[src/rtl/gpx_pkg.sv]
`default_nettype none
package gpx_pkg;

   // glyph geometry and magnification limits
   localparam int GLYPH_WIDTH  = 8;
   localparam int GLYPH_HEIGHT = 16;
   localparam int MAX_SCALE    = 8;

   // field widths
   localparam int ADDR_W   = 40;
   localparam int COLOR_W  = 32;
   localparam int COORD_W  = 16;
   localparam int DIM_W    = 14;
   localparam int SCALE_W  = 4;
   localparam int FMT_W    = 2;
   localparam int ROW_W    = 4;
   localparam int SUBROW_W = 3;
   localparam int COL_W    = $clog2(GLYPH_WIDTH);
   localparam int DX_W     = $clog2(MAX_SCALE);
   localparam int PX_W     = $clog2(GLYPH_WIDTH * MAX_SCALE);

   // configuration register port
   localparam int CSR_INDEX_W = 3;
   localparam int CSR_DATA_W  = 40;

   localparam logic [CSR_INDEX_W-1:0] CSR_BASE_ADDRESS   = 3'd0;
   localparam logic [CSR_INDEX_W-1:0] CSR_FRAME_WIDTH    = 3'd1;
   localparam logic [CSR_INDEX_W-1:0] CSR_FRAME_HEIGHT   = 3'd2;
   localparam logic [CSR_INDEX_W-1:0] CSR_LINE_STRIDE    = 3'd3;
   localparam logic [CSR_INDEX_W-1:0] CSR_PIXEL_FORMAT   = 3'd4;
   localparam logic [CSR_INDEX_W-1:0] CSR_DISPLAY_ENABLE = 3'd5;
   localparam logic [CSR_INDEX_W-1:0] CSR_SCALE_FACTOR   = 3'd6;

   // pixel formats
   localparam logic [FMT_W-1:0] FMT_ARGB32 = 2'd0;
   localparam logic [FMT_W-1:0] FMT_RGB24  = 2'd1;
   localparam logic [FMT_W-1:0] FMT_RGB565 = 2'd2;
   localparam logic [FMT_W-1:0] FMT_NONE   = 2'd3;

   localparam logic [COLOR_W-1:0] TRANSPARENT_KEY = 32'hff00_0000;

   // configuration as seen by the datapath
   typedef struct packed {
      logic [ADDR_W-1:0]  base_address;
      logic [DIM_W-1:0]   frame_width;
      logic [DIM_W-1:0]   frame_height;
      logic [DIM_W-1:0]   line_stride;
      logic [FMT_W-1:0]   pixel_format;
      logic               display_enable;
      logic [SCALE_W-1:0] scale_factor;
   } gpx_cfg_type;

   // one pixel from the sequencer into the address pipeline
   typedef struct packed {
      logic                      valid;
      logic                      last;
      logic [PX_W-1:0]           px;
      logic [COLOR_W-1:0]        color;
      logic signed [COORD_W-1:0] origin_x;
      logic signed [COORD_W-1:0] origin_y;
      logic [ROW_W-1:0]          glyph_row;
      logic [SUBROW_W-1:0]       sub_row;
   } gpx_token_type;

   // zero counts as one, anything above the limit saturates
   function automatic logic [SCALE_W-1:0] eff_scale(input logic [SCALE_W-1:0] raw);
      logic [SCALE_W-1:0] s;
      s = raw;
      if (raw == '0) begin
         s = SCALE_W'(1);
      end else if (raw > SCALE_W'(MAX_SCALE)) begin
         s = SCALE_W'(MAX_SCALE);
      end
      return s;
   endfunction

endpackage
`default_nettype wire

[src/rtl/glyph_row_pixel_expander.sv]
// Glyph row pixel expander: turns one 8-pixel glyph bitmap row into frame buffer
// pixel writes, one write per cycle, each glyph pixel repeated scale times across.
// Request: a transaction is taken at a clock edge with start high and busy low;
// req_* carries the bitmap, cell origin, glyph row, sub-row and both colours.
// Response: each pixel is on rsp_* for one cycle with rsp_strobe high; there is
// no back-pressure, the receiver must take every result. rsp_last_pixel marks
// the final pixel of a row; disabled writes still appear, with zeroed fields.
// CSR: register writes go over csr_valid/csr_ready (always ready) with csr_index
// and csr_data; change them only while no row is in flight.
// Throughput: one pixel per cycle from the column/replica counter, 8 * scale
// pixels per row; busy drops in the cycle of the last pixel so the next row
// follows with no gap.
// Pipeline: the first pixel of a row leaves the sequencer register, then
// passes five register stages for position, clipping and line product,
// linear index, byte offset and base add before it is on the ports.
// Reset: synchronous, clears the sequencer and pipeline valid bits and returns
// the registers to their defaults (format unsupported, scale one, rest zero).
`default_nettype none
module glyph_row_pixel_expander
   import gpx_pkg::*;
(
   input  wire logic                      clock,
   input  wire logic                      reset,
   input  wire logic                      start,
   output logic                           busy,
   input  wire logic [GLYPH_WIDTH-1:0]    req_glyph_bits,
   input  wire logic signed [COORD_W-1:0] req_origin_x,
   input  wire logic signed [COORD_W-1:0] req_origin_y,
   input  wire logic [ROW_W-1:0]          req_glyph_row,
   input  wire logic [SUBROW_W-1:0]       req_sub_row,
   input  wire logic [COLOR_W-1:0]        req_fg_color,
   input  wire logic [COLOR_W-1:0]        req_bg_color,
   output logic                           rsp_strobe,
   output logic                           rsp_write_enable,
   output logic [ADDR_W-1:0]              rsp_write_address,
   output logic [COLOR_W-1:0]             rsp_write_data,
   output logic [FMT_W-1:0]               rsp_write_size,
   output logic                           rsp_last_pixel,
   input  wire logic                      csr_valid,
   output logic                           csr_ready,
   input  wire logic [CSR_INDEX_W-1:0]    csr_index,
   input  wire logic [CSR_DATA_W-1:0]     csr_data
);

   gpx_cfg_type   cfg;
   gpx_token_type token;

   // configuration registers
   gpx_csr u_csr (
      .clock     (clock),
      .reset     (reset),
      .csr_valid (csr_valid),
      .csr_ready (csr_ready),
      .csr_index (csr_index),
      .csr_data  (csr_data),
      .cfg       (cfg)
   );

   // column and replica sequencer
   gpx_sequencer u_sequencer (
      .clock        (clock),
      .reset        (reset),
      .start        (start),
      .busy         (busy),
      .glyph_bits   (req_glyph_bits),
      .origin_x     (req_origin_x),
      .origin_y     (req_origin_y),
      .glyph_row    (req_glyph_row),
      .sub_row      (req_sub_row),
      .fg_color     (req_fg_color),
      .bg_color     (req_bg_color),
      .scale_factor (cfg.scale_factor),
      .token        (token)
   );

   // address and data pipeline
   gpx_pixel_pipe u_pixel_pipe (
      .clock             (clock),
      .reset             (reset),
      .cfg               (cfg),
      .token             (token),
      .rsp_strobe        (rsp_strobe),
      .rsp_write_enable  (rsp_write_enable),
      .rsp_write_address (rsp_write_address),
      .rsp_write_data    (rsp_write_data),
      .rsp_write_size    (rsp_write_size),
      .rsp_last_pixel    (rsp_last_pixel)
   );

`ifndef NO_ASSERTIONS
   // an accepted row shows its first pixel after the fixed pipeline latency
   a_first_pixel: assert property (@(posedge clock) disable iff (reset)
      (start && !busy) |-> ##6 rsp_strobe)
      else $error("accepted row produced no pixel at the expected latency");

   // pixels of one row come as an unbroken run up to the last one
   a_row_run: assert property (@(posedge clock) disable iff (reset)
      (rsp_strobe && !rsp_last_pixel) |=> rsp_strobe)
      else $error("gap inside the pixel run of a row");

   // no write is enabled while the display, the pixel format or a zero base address rules it out
   a_write_gate: assert property (@(posedge clock) disable iff (reset)
      rsp_write_enable |-> (cfg.display_enable && cfg.pixel_format != FMT_NONE
                            && cfg.base_address != '0))
      else $error("write enabled with output disabled");

   // the sequencer hands out the last pixel exactly when it frees up
   a_busy_release: assert property (@(posedge clock) disable iff (reset)
      (token.valid && token.last) |-> !busy)
      else $error("busy held during the last pixel of a row");
`endif

endmodule
`default_nettype wire

[src/rtl/gpx_csr.sv]
`default_nettype none
module gpx_csr
   import gpx_pkg::*;
(
   input  wire logic                   clock,
   input  wire logic                   reset,
   input  wire logic                   csr_valid,
   output logic                        csr_ready,
   input  wire logic [CSR_INDEX_W-1:0] csr_index,
   input  wire logic [CSR_DATA_W-1:0]  csr_data,
   output gpx_cfg_type                 cfg
);

   gpx_cfg_type cfg_ff;
   gpx_cfg_type cfg_in;

   // registers always take a write
   assign csr_ready = 1'b1;

   // register write decode
   always_comb begin
      cfg_in = cfg_ff;
      if (csr_valid) begin
         case (csr_index)
            CSR_BASE_ADDRESS:   cfg_in.base_address   = csr_data[ADDR_W-1:0];
            CSR_FRAME_WIDTH:    cfg_in.frame_width    = csr_data[DIM_W-1:0];
            CSR_FRAME_HEIGHT:   cfg_in.frame_height   = csr_data[DIM_W-1:0];
            CSR_LINE_STRIDE:    cfg_in.line_stride    = csr_data[DIM_W-1:0];
            CSR_PIXEL_FORMAT:   cfg_in.pixel_format   = csr_data[FMT_W-1:0];
            CSR_DISPLAY_ENABLE: cfg_in.display_enable = csr_data[0];
            CSR_SCALE_FACTOR:   cfg_in.scale_factor   = csr_data[SCALE_W-1:0];
            default: begin
               cfg_in = cfg_ff;
            end
         endcase
      end
   end

   always_ff @(posedge clock) begin
      if (reset) begin
         cfg_ff.base_address   <= '0;
         cfg_ff.frame_width    <= '0;
         cfg_ff.frame_height   <= '0;
         cfg_ff.line_stride    <= '0;
         cfg_ff.pixel_format   <= FMT_NONE;
         cfg_ff.display_enable <= 1'b0;
         cfg_ff.scale_factor   <= SCALE_W'(1);
      end else begin
         cfg_ff <= cfg_in;
      end
   end

   assign cfg = cfg_ff;

endmodule
`default_nettype wire

[src/rtl/gpx_sequencer.sv]
`default_nettype none
module gpx_sequencer
   import gpx_pkg::*;
(
   input  wire logic                      clock,
   input  wire logic                      reset,
   input  wire logic                      start,
   output logic                           busy,
   input  wire logic [GLYPH_WIDTH-1:0]    glyph_bits,
   input  wire logic signed [COORD_W-1:0] origin_x,
   input  wire logic signed [COORD_W-1:0] origin_y,
   input  wire logic [ROW_W-1:0]          glyph_row,
   input  wire logic [SUBROW_W-1:0]       sub_row,
   input  wire logic [COLOR_W-1:0]        fg_color,
   input  wire logic [COLOR_W-1:0]        bg_color,
   input  wire logic [SCALE_W-1:0]        scale_factor,
   output gpx_token_type                  token
);

   logic                      active_ff, active_in;
   logic [COL_W-1:0]          col_ff, col_in;
   logic [DX_W-1:0]           dx_ff, dx_in;
   logic [PX_W-1:0]           px_ff, px_in;
   logic [GLYPH_WIDTH-1:0]    bits_ff;
   logic signed [COORD_W-1:0] origin_x_ff;
   logic signed [COORD_W-1:0] origin_y_ff;
   logic [ROW_W-1:0]          glyph_row_ff;
   logic [SUBROW_W-1:0]       sub_row_ff;
   logic [COLOR_W-1:0]        fg_ff;
   logic [COLOR_W-1:0]        bg_ff;

   logic [SCALE_W-1:0] scale;
   logic               dx_last;
   logic               last;
   logic               accept;

   assign scale   = eff_scale(scale_factor);
   assign dx_last = dx_ff == DX_W'(scale - SCALE_W'(1));
   assign last    = active_ff && (col_ff == COL_W'(GLYPH_WIDTH - 1)) && dx_last;

   // free again in the cycle that sends the final pixel, so rows run back to back
   assign busy   = active_ff && !last;
   assign accept = start && !busy;

   // column and replica counters
   always_comb begin
      active_in = active_ff;
      col_in    = col_ff;
      dx_in     = dx_ff;
      px_in     = px_ff;
      if (accept) begin
         active_in = 1'b1;
         col_in    = '0;
         dx_in     = '0;
         px_in     = '0;
      end else if (active_ff) begin
         if (last) begin
            active_in = 1'b0;
         end else begin
            px_in = px_ff + PX_W'(1);
            if (dx_last) begin
               dx_in  = '0;
               col_in = col_ff + COL_W'(1);
            end else begin
               dx_in = dx_ff + DX_W'(1);
            end
         end
      end
   end

   always_ff @(posedge clock) begin
      if (reset) begin
         active_ff <= 1'b0;
      end else begin
         active_ff <= active_in;
      end
   end

   always_ff @(posedge clock) begin
      col_ff <= col_in;
      dx_ff  <= dx_in;
      px_ff  <= px_in;
      if (accept) begin
         bits_ff      <= glyph_bits;
         origin_x_ff  <= origin_x;
         origin_y_ff  <= origin_y;
         glyph_row_ff <= glyph_row;
         sub_row_ff   <= sub_row;
         fg_ff        <= fg_color;
         bg_ff        <= bg_color;
      end
   end

   // pixel out: leftmost column is the top bit, hence the inverted column index
   always_comb begin
      token.valid     = active_ff;
      token.last      = last;
      token.px        = px_ff;
      token.color     = bits_ff[~col_ff] ? fg_ff : bg_ff;
      token.origin_x  = origin_x_ff;
      token.origin_y  = origin_y_ff;
      token.glyph_row = glyph_row_ff;
      token.sub_row   = sub_row_ff;
   end

endmodule
`default_nettype wire

[src/rtl/gpx_pixel_pipe.sv]
`default_nettype none
module gpx_pixel_pipe
   import gpx_pkg::*;
(
   input  wire logic          clock,
   input  wire logic          reset,
   input  wire gpx_cfg_type   cfg,
   input  wire gpx_token_type token,
   output logic               rsp_strobe,
   output logic               rsp_write_enable,
   output logic [ADDR_W-1:0]  rsp_write_address,
   output logic [COLOR_W-1:0] rsp_write_data,
   output logic [FMT_W-1:0]   rsp_write_size,
   output logic               rsp_last_pixel
);

   localparam int POS_W  = COORD_W + 1;
   localparam int PROD_W = 2 * DIM_W;
   localparam int LIN_W  = PROD_W + 1;
   localparam int OFF_W  = LIN_W + 2;

   logic [SCALE_W-1:0] scale;
   assign scale = eff_scale(cfg.scale_factor);

   // ---------------- stage 1: pixel position and colour
   logic                    s1_valid_ff, s1_valid_in;
   logic                    s1_last_ff, s1_last_in;
   logic signed [POS_W-1:0] s1_x_ff, s1_x_in;
   logic signed [POS_W-1:0] s1_y_ff, s1_y_in;
   logic [COLOR_W-1:0]      s1_color_ff, s1_color_in;
   logic                    s1_ok_ff, s1_ok_in;
   logic [2*SCALE_W-1:0]    row_offset;

   always_comb begin
      row_offset  = {{SCALE_W{1'b0}}, token.glyph_row} * {{SCALE_W{1'b0}}, scale};
      s1_valid_in = token.valid;
      s1_last_in  = token.last;
      s1_color_in = token.color;
      s1_x_in     = $signed({token.origin_x[COORD_W-1], token.origin_x})
                  + $signed({{(POS_W-PX_W){1'b0}}, token.px});
      s1_y_in     = $signed({token.origin_y[COORD_W-1], token.origin_y})
                  + $signed({{(POS_W-2*SCALE_W){1'b0}}, row_offset})
                  + $signed({{(POS_W-SUBROW_W){1'b0}}, token.sub_row});
      // write enables: display on, base set, format usable, sub-row and row in range, not transparent
      s1_ok_in    = cfg.display_enable && (cfg.base_address != '0)
                  && (cfg.pixel_format != FMT_NONE)
                  && ({1'b0, token.sub_row} < scale)
                  && ({1'b0, token.glyph_row} < (ROW_W+1)'(GLYPH_HEIGHT))
                  && (token.color != TRANSPARENT_KEY);
   end

   // ---------------- stage 2: clipping, line product, data packing
   logic               s2_valid_ff, s2_valid_in;
   logic               s2_last_ff, s2_last_in;
   logic               s2_we_ff, s2_we_in;
   logic [PROD_W-1:0]  s2_prod_ff, s2_prod_in;
   logic [DIM_W-1:0]   s2_x_ff, s2_x_in;
   logic [COLOR_W-1:0] s2_data_ff, s2_data_in;
   logic               x_ok;
   logic               y_ok;

   always_comb begin
      x_ok        = !s1_x_ff[POS_W-1]
                  && (s1_x_ff[COORD_W-1:0] < {{(COORD_W-DIM_W){1'b0}}, cfg.frame_width});
      y_ok        = !s1_y_ff[POS_W-1]
                  && (s1_y_ff[COORD_W-1:0] < {{(COORD_W-DIM_W){1'b0}}, cfg.frame_height});
      s2_valid_in = s1_valid_ff;
      s2_last_in  = s1_last_ff;
      s2_we_in    = s1_ok_ff && x_ok && y_ok;
      s2_prod_in  = {{DIM_W{1'b0}}, s1_y_ff[DIM_W-1:0]} * {{DIM_W{1'b0}}, cfg.line_stride};
      s2_x_in     = s1_x_ff[DIM_W-1:0];
      case (cfg.pixel_format)
         FMT_ARGB32: s2_data_in = s1_color_ff;
         FMT_RGB24:  s2_data_in = {8'h00, s1_color_ff[23:0]};
         FMT_RGB565: s2_data_in = {16'h0000, s1_color_ff[23:19], s1_color_ff[15:10],
                                   s1_color_ff[7:3]};
         default:    s2_data_in = '0;
      endcase
   end

   // ---------------- stage 3: linear pixel index
   logic               s3_valid_ff;
   logic               s3_last_ff;
   logic               s3_we_ff;
   logic [LIN_W-1:0]   s3_lin_ff, s3_lin_in;
   logic [COLOR_W-1:0] s3_data_ff;

   assign s3_lin_in = {1'b0, s2_prod_ff} + {{(LIN_W-DIM_W){1'b0}}, s2_x_ff};

   // ---------------- stage 4: byte offset
   logic               s4_valid_ff;
   logic               s4_last_ff;
   logic               s4_we_ff;
   logic [OFF_W-1:0]   s4_off_ff, s4_off_in;
   logic [COLOR_W-1:0] s4_data_ff;

   always_comb begin
      case (cfg.pixel_format)
         FMT_ARGB32: s4_off_in = {s3_lin_ff, 2'b00};
         FMT_RGB24:  s4_off_in = {1'b0, s3_lin_ff, 1'b0} + {2'b00, s3_lin_ff};
         default:    s4_off_in = {1'b0, s3_lin_ff, 1'b0};
      endcase
   end

   // ---------------- stage 5: frame base, result register
   logic               out_valid_ff;
   logic               out_last_ff;
   logic               out_we_ff, out_we_in;
   logic [ADDR_W-1:0]  out_addr_ff, out_addr_in;
   logic [COLOR_W-1:0] out_data_ff, out_data_in;
   logic [FMT_W-1:0]   out_size_ff, out_size_in;

   // disabled writes carry all-zero fields
   always_comb begin
      out_we_in   = s4_we_ff;
      out_addr_in = '0;
      out_data_in = '0;
      out_size_in = '0;
      if (s4_we_ff) begin
         out_addr_in = cfg.base_address + {{(ADDR_W-OFF_W){1'b0}}, s4_off_ff};
         out_data_in = s4_data_ff;
         out_size_in = cfg.pixel_format;
      end
   end

   // valid bits
   always_ff @(posedge clock) begin
      if (reset) begin
         s1_valid_ff  <= 1'b0;
         s2_valid_ff  <= 1'b0;
         s3_valid_ff  <= 1'b0;
         s4_valid_ff  <= 1'b0;
         out_valid_ff <= 1'b0;
      end else begin
         s1_valid_ff  <= s1_valid_in;
         s2_valid_ff  <= s2_valid_in;
         s3_valid_ff  <= s2_valid_ff;
         s4_valid_ff  <= s3_valid_ff;
         out_valid_ff <= s4_valid_ff;
      end
   end

   // payload registers
   always_ff @(posedge clock) begin
      s1_last_ff  <= s1_last_in;
      s1_x_ff     <= s1_x_in;
      s1_y_ff     <= s1_y_in;
      s1_color_ff <= s1_color_in;
      s1_ok_ff    <= s1_ok_in;
      s2_last_ff  <= s2_last_in;
      s2_we_ff    <= s2_we_in;
      s2_prod_ff  <= s2_prod_in;
      s2_x_ff     <= s2_x_in;
      s2_data_ff  <= s2_data_in;
      s3_last_ff  <= s2_last_ff;
      s3_we_ff    <= s2_we_ff;
      s3_lin_ff   <= s3_lin_in;
      s3_data_ff  <= s2_data_ff;
      s4_last_ff  <= s3_last_ff;
      s4_we_ff    <= s3_we_ff;
      s4_off_ff   <= s4_off_in;
      s4_data_ff  <= s3_data_ff;
      out_last_ff <= s4_last_ff;
      out_we_ff   <= out_we_in;
      out_addr_ff <= out_addr_in;
      out_data_ff <= out_data_in;
      out_size_ff <= out_size_in;
   end

   assign rsp_strobe        = out_valid_ff;
   assign rsp_write_enable  = out_valid_ff && out_we_ff;
   assign rsp_write_address = out_addr_ff;
   assign rsp_write_data    = out_data_ff;
   assign rsp_write_size    = out_size_ff;
   assign rsp_last_pixel    = out_valid_ff && out_last_ff;

endmodule
`default_nettype wire
[config.mk]
export PLATFORM = sky130hd
export DESIGN_NAME = glyph_row_pixel_expander
export DESIGN_NICKNAME = d
export VERILOG_FILES = /design/src/rtl/gpx_pkg.sv /design/src/rtl/glyph_row_pixel_expander.sv /design/src/rtl/gpx_csr.sv /design/src/rtl/gpx_sequencer.sv /design/src/rtl/gpx_pixel_pipe.sv
export SDC_FILE = /design/constraint.sdc
export NUM_CORES = 1
export LEC_CHECK = 0
export ABC_AREA = 1
export BUFFER_PORTS_ARGS = -buffer_cell sky130_fd_sc_hd__buf_2
export CORE_ASPECT_RATIO = 1.2
export CORE_MARGIN = 2
export CORE_UTILIZATION = 25
export CTS_CLUSTER_DIAMETER = 60
export DETAILED_ROUTE_END_ITERATION = 10
export GPL_TIMING_DRIVEN = 0
export SLEW_MARGIN = 20
export SYNTH_ARGS = -nofsm -noshare
export SYNTH_HDL_FRONTEND = slang
export SYNTH_SLANG_ARGS = --single-unit
[constraint.sdc]
create_clock -name clock -period 6.01 [get_ports clock]
set_input_delay 1.202 -clock clock [delete_from_list [all_inputs] [get_ports clock]]
set_output_delay 1.202 -clock clock [all_outputs]
set_load 0.02 [all_outputs]
==> impl_metrics.prom <==
# TYPE chip_impl_metric gauge
chip_impl_info{name="cts_tree",value="yes"} 1
chip_impl_info{name="hold_wc_path_type",value="reg -> reg"} 1
chip_impl_info{name="layout.cells.most_common",value="sky130_fd_sc_hd__nand2_1"} 1
chip_impl_metric{name="fin_ws",unit="ns"} 0.256
chip_impl_metric{name="gp_congestion",unit=""} 0.908
chip_impl_metric{name="hold_viol",unit=""} 0
chip_impl_metric{name="synth_fp_nets",unit=""} 4064
chip_impl_metric{name="drt-total-wl",unit="um"} 85200
chip_impl_info{name="r2r-start",value="u_pixel_pipe.s1_y_ff[7]$_DFF_P_"} 1
chip_impl_metric{name="p_leak",unit="uW"} 0.0173
chip_impl_info{name="ys_dominant_reg_cell",value="sky130_fd_sc_hd__dfxtp_1"} 1
chip_impl_metric{name="cts-buffers-inserted",unit=""} 61
chip_impl_metric{name="grt_pass1_vias",unit=""} 23500
chip_impl_metric{name="ys_seq_area_share",unit="%"} 41.5
chip_impl_metric{name="detail-route-antenna-nets",unit=""} 0
chip_impl_info{name="most-common-layout-cells",value="686 x sky130_fd_sc_hd__nand2_1, 602 x sky130_fd_sc_hd__inv_1, 452 x sky130_fd_sc_hd__dfxtp_1"} 1
chip_impl_metric{name="preCtsSetupSlack",unit="ns"} -0.148
chip_impl_info{name="most_frequent_cell_on_critical_path",value="sky130_fd_sc_hd__fa_1"} 1
chip_impl_metric{name="drt_first_pass_iters",unit=""} 5
chip_impl_metric{name="vias",unit=""} 23600
chip_impl_metric{name="met2WireLength",unit="um"} 42800
chip_impl_metric{name="grt_antenna_before_repair",unit=""} 19
chip_impl_metric{name="postLayoutCoreUtil",unit="%"} 29.6
chip_impl_metric{name="synth_enable_flop_cells",unit=""} 111
chip_impl_info{name="rr_endpoint",value="u_pixel_pipe.s2_prod_ff[26]$_DFF_P_"} 1
chip_impl_metric{name="design.die.area",unit="um2"} 123000
chip_impl_metric{name="max-vdd-ir-drop",unit="mV"} 0.260
chip_impl_info{name="path_delay_family",value="adder cells"} 1
chip_impl_metric{name="post-dp-hpwl",unit="um"} 69500
chip_impl_metric{name="drv_cap",unit=""} 0
chip_impl_metric{name="postSynthCellCount",unit=""} 3524
chip_impl_metric{name="finalCriticalPeriod",unit="ns"} 5.75
chip_impl_metric{name="clkSlewWorstSetupHoldPaths",unit="ns"} 0.06
chip_impl_info{name="worstSetupPathType",value="reg -> reg"} 1
chip_impl_metric{name="synth.lib_cells_used.distinct",unit=""} 54
chip_impl_metric{name="setup.reg_to_reg.worst_slack",unit="ns"} 0.26
chip_impl_metric{name="global_route_wire_length_before_repair",unit="um"} 131000
chip_impl_metric{name="synth-seq-cells",unit=""} 566
chip_impl_metric{name="die_width",unit="um"} 320
chip_impl_metric{name="min_period_over_period",unit="%"} 95.7
chip_impl_metric{name="avgViaCountPerCell",unit=""} 4.35
chip_impl_metric{name="worst-path-buf-inv",unit=""} 5
chip_impl_metric{name="cts_setup_buffers",unit=""} 0
chip_impl_metric{name="max_slew_margin",unit="%"} 37.1
chip_impl_metric{name="worst-endpoint-arrival",unit="ns"} 6.26
chip_impl_metric{name="detail_route.wirelength.met1",unit="um"} 34400
chip_impl_metric{name="fin_nets",unit=""} 4363
chip_impl_metric{name="dr.first_iter.drc_count",unit=""} 1183
chip_impl_info{name="hold_start",value="u_pixel_pipe.s3_data_ff[16]$_DFF_P_"} 1
chip_impl_metric{name="max-clock-path-buffers",unit=""} 3
chip_impl_metric{name="globalRouteTotalUtil",unit="%"} 13.7
chip_impl_metric{name="min_path_cells",unit=""} 0
chip_impl_metric{name="power_density",unit="nW/um2"} 335
chip_impl_metric{name="cpPeakStageDelay",unit="ns"} 0.54
chip_impl_info{name="cts.root.buffer_cell",value="sky130_fd_sc_hd__clkbuf_16"} 1
chip_impl_info{name="crit_path_start_kind",value="flip-flop"} 1
chip_impl_metric{name="wire_per_inst",unit="um"} 15.7
chip_impl_info{name="unrepaired_setup_endpoints_after_global_routing",value="no"} 1
chip_impl_metric{name="synthesis.area_per_instance",unit="um2"} 8.51
chip_impl_metric{name="cts_hold_repair.buffers",unit=""} 0
chip_impl_info{name="topRoutingLayerUsed",value="met5"} 1
chip_impl_metric{name="fmaxAchievable",unit="MHz"} 174
chip_impl_info{name="outcome",value="complete, no violations"} 1
chip_impl_metric{name="ys.warnings.count",unit=""} 0
chip_impl_metric{name="layout-drive-gt1-share",unit="%"} 10.7
chip_impl_metric{name="path_max_fanout",unit=""} 10
chip_impl_metric{name="port-buffer-count",unit=""} 234
chip_impl_metric{name="cts_max_level",unit=""} 2
chip_impl_metric{name="r2r_cells",unit=""} 19
chip_impl_metric{name="ctsResizeCount",unit=""} 11
chip_impl_metric{name="fp-row-count",unit=""} 139
chip_impl_metric{name="ys_async_sr_fraction",unit="%"} 0
chip_impl_metric{name="drc",unit=""} 0
chip_impl_metric{name="area.growth.synth_to_final",unit="%"} 17.9
chip_impl_metric{name="core-area",unit="um2"} 119000
chip_impl_metric{name="numClockSinks",unit=""} 566
chip_impl_info{name="worstSetupEndpointType",value="flip-flop"} 1
chip_impl_metric{name="grt.overflow.total",unit=""} 0
chip_impl_metric{name="start_util",unit="%"} 25.1
chip_impl_info{name="critical_path.slowest_cell",value="sky130_fd_sc_hd__fa_1"} 1
chip_impl_metric{name="cp.required",unit="ns"} 6.52
chip_impl_info{name="min_to",value="u_pixel_pipe.s4_data_ff[16]$_DFF_P_"} 1
chip_impl_metric{name="die_y",unit="um"} 383
chip_impl_metric{name="wl_met3",unit="um"} 3990
chip_impl_metric{name="slew_violations",unit=""} 0
chip_impl_metric{name="grt_start_max_net_pins",unit=""} 44
chip_impl_metric{name="fin_worst_hold_slack",unit="ns"} 0.324
chip_impl_metric{name="final-setup-viol-count",unit=""} 0
chip_impl_info{name="worstPathCellList",value="buf_2 > nand2_1 > fa_1 > fa_1 > inv_1 > fa_1 > fa_1 > fa_1 > inv_1 > fa_1 > inv_1 > ha_1 > nand2_1 > inv_1 > a21oi_1 > o21ai_0 > a21oi_1 > o21ai_0 > xor2_1"} 1
chip_impl_metric{name="worstSetupPathDepth",unit=""} 19
chip_impl_metric{name="clk-insertion-delay-late",unit="ns"} 0.68
chip_impl_metric{name="worst_case_clock_skew",unit="ns"} 0.0538
chip_impl_metric{name="netlist_area_pre_place",unit="um2"} 30000
chip_impl_metric{name="transition_time_at_the_pin_with_the_least_slew_margin",unit="ns"} 0.936
chip_impl_metric{name="boundaryPins",unit=""} 237
layout make-up:
cell class,count,area (um2)
Inverter,609,2290
Tap cell,1551,1940
Antenna cell,9,22.5
Buffer,81,370
Fill cell,12700,83900
Clock inverter,39,468
Sequential cell,566,12400
Timing Repair Buffer,236,1220
Multi-Input combinational cell,2268,14900
Clock buffer,77,1670
stage by stage:
stage | setup TNS (ns) | std cells | area [um2] | total power, uW
2_1_floorplan | 0 | 3524 | 30000 | 6980
3_3_place_gp | -0.277 | 5309 | 33100 | 7960
3_5_place_dp | -0.356 | 5311 | 33100 | 8000
4_1_cts | 0 | 5427 | 35300 | 12000
5_1_grt | 0 | 5431 | 35400 | 12600
6_report | 0 | 5436 | 35400 | 11800
worst max path at each step:
stage / start / end / slack [ns]
floorplan: u_pixel_pipe.s1_y_ff[0]$_DFF_P_ / u_pixel_pipe.s2_prod_ff[20]$_DFF_P_ / 0.71
global placement: u_pixel_pipe.s1_y_ff[0]$_DFF_P_ / u_pixel_pipe.s2_prod_ff[24]$_DFF_P_ / -0.13
detailed placement: u_pixel_pipe.s1_y_ff[0]$_DFF_P_ / u_pixel_pipe.s2_prod_ff[20]$_DFF_P_ / -0.15
CTS: u_pixel_pipe.s1_y_ff[4]$_DFF_P_ / u_pixel_pipe.s2_prod_ff[20]$_DFF_P_ / 0.0009
global route: u_pixel_pipe.s1_y_ff[8]$_DFF_P_ / u_pixel_pipe.s2_prod_ff[26]$_DFF_P_ / 0.001
finish: u_pixel_pipe.s1_y_ff[7]$_DFF_P_ / u_pixel_pipe.s2_prod_ff[26]$_DFF_P_ / 0.26
power breakdown:
part | internal (uW) | switching, uW
sequential | 4370 | 326
clock | 2230 | 1660
combinational | 1120 | 2120
synth_stat cells (all sizes together) (4+ instances only):
cell type  count  area, um2
inv          605       2280
a21oi        242       1230
o211ai        11       82.6
nand2        693       2630
o21a          17        128
nor3          38        201
nand3        103        531
o21bai         9       71.3
a21boi         9       71.3
xor2          58        516
o21ai        219       1100
nor2         324       1240
buf           13       70.1
or2            6       40.0
nor4          18        113
a31oi          6       37.5
nand3b        25        188
nand4         19        119
dfxtp        455       9110
o22ai         12       75.1
edfxtp       111       3330
xnor2         36        315
ha           229       2870
clkbuf        68        255
a22oi         19        143
fa           153       3060
a21o          10       75.1
clkinv         4       15.0
cells by family after synthesis:
family	after synthesis	synth area share (%)
and+or+nand+nor	1228	16.9
adders and majority gates	382	19.8
AOI/OAI and AO/OA	563	10.3
DFF	566	41.5
buffers and inverters	690	8.72
xor gates and xnor gates	94	2.77
other	1	0.0125
registers in the layout (all words and copies together) (netlist names), 17 cells and up:
register / flops
u_pixel_pipe.s1_x_ff: 17
u_sequencer.bg_ff: 32
u_pixel_pipe.s3_lin_ff: 29
u_sequencer.fg_ff: 32
u_pixel_pipe.s2_data_ff: 32
u_pixel_pipe.rsp_write_address: 40
u_pixel_pipe.s1_y_ff: 17
u_pixel_pipe.s2_prod_ff: 28
u_pixel_pipe.s4_data_ff: 32
u_pixel_pipe.s3_data_ff: 32
u_pixel_pipe.s1_color_ff: 32
u_pixel_pipe.s4_off_ff: 31
u_csr.cfg: 89
u_pixel_pipe.rsp_write_data: 32
metal layers:
layer  GRT usage, %  vias up
met5              0        -
met4           6.51       14
met3           1.85      188
met2           25.0      568
met1           15.7    11000
li1               -    11900
No activity file was read; power rests on OpenSTA's default activity.
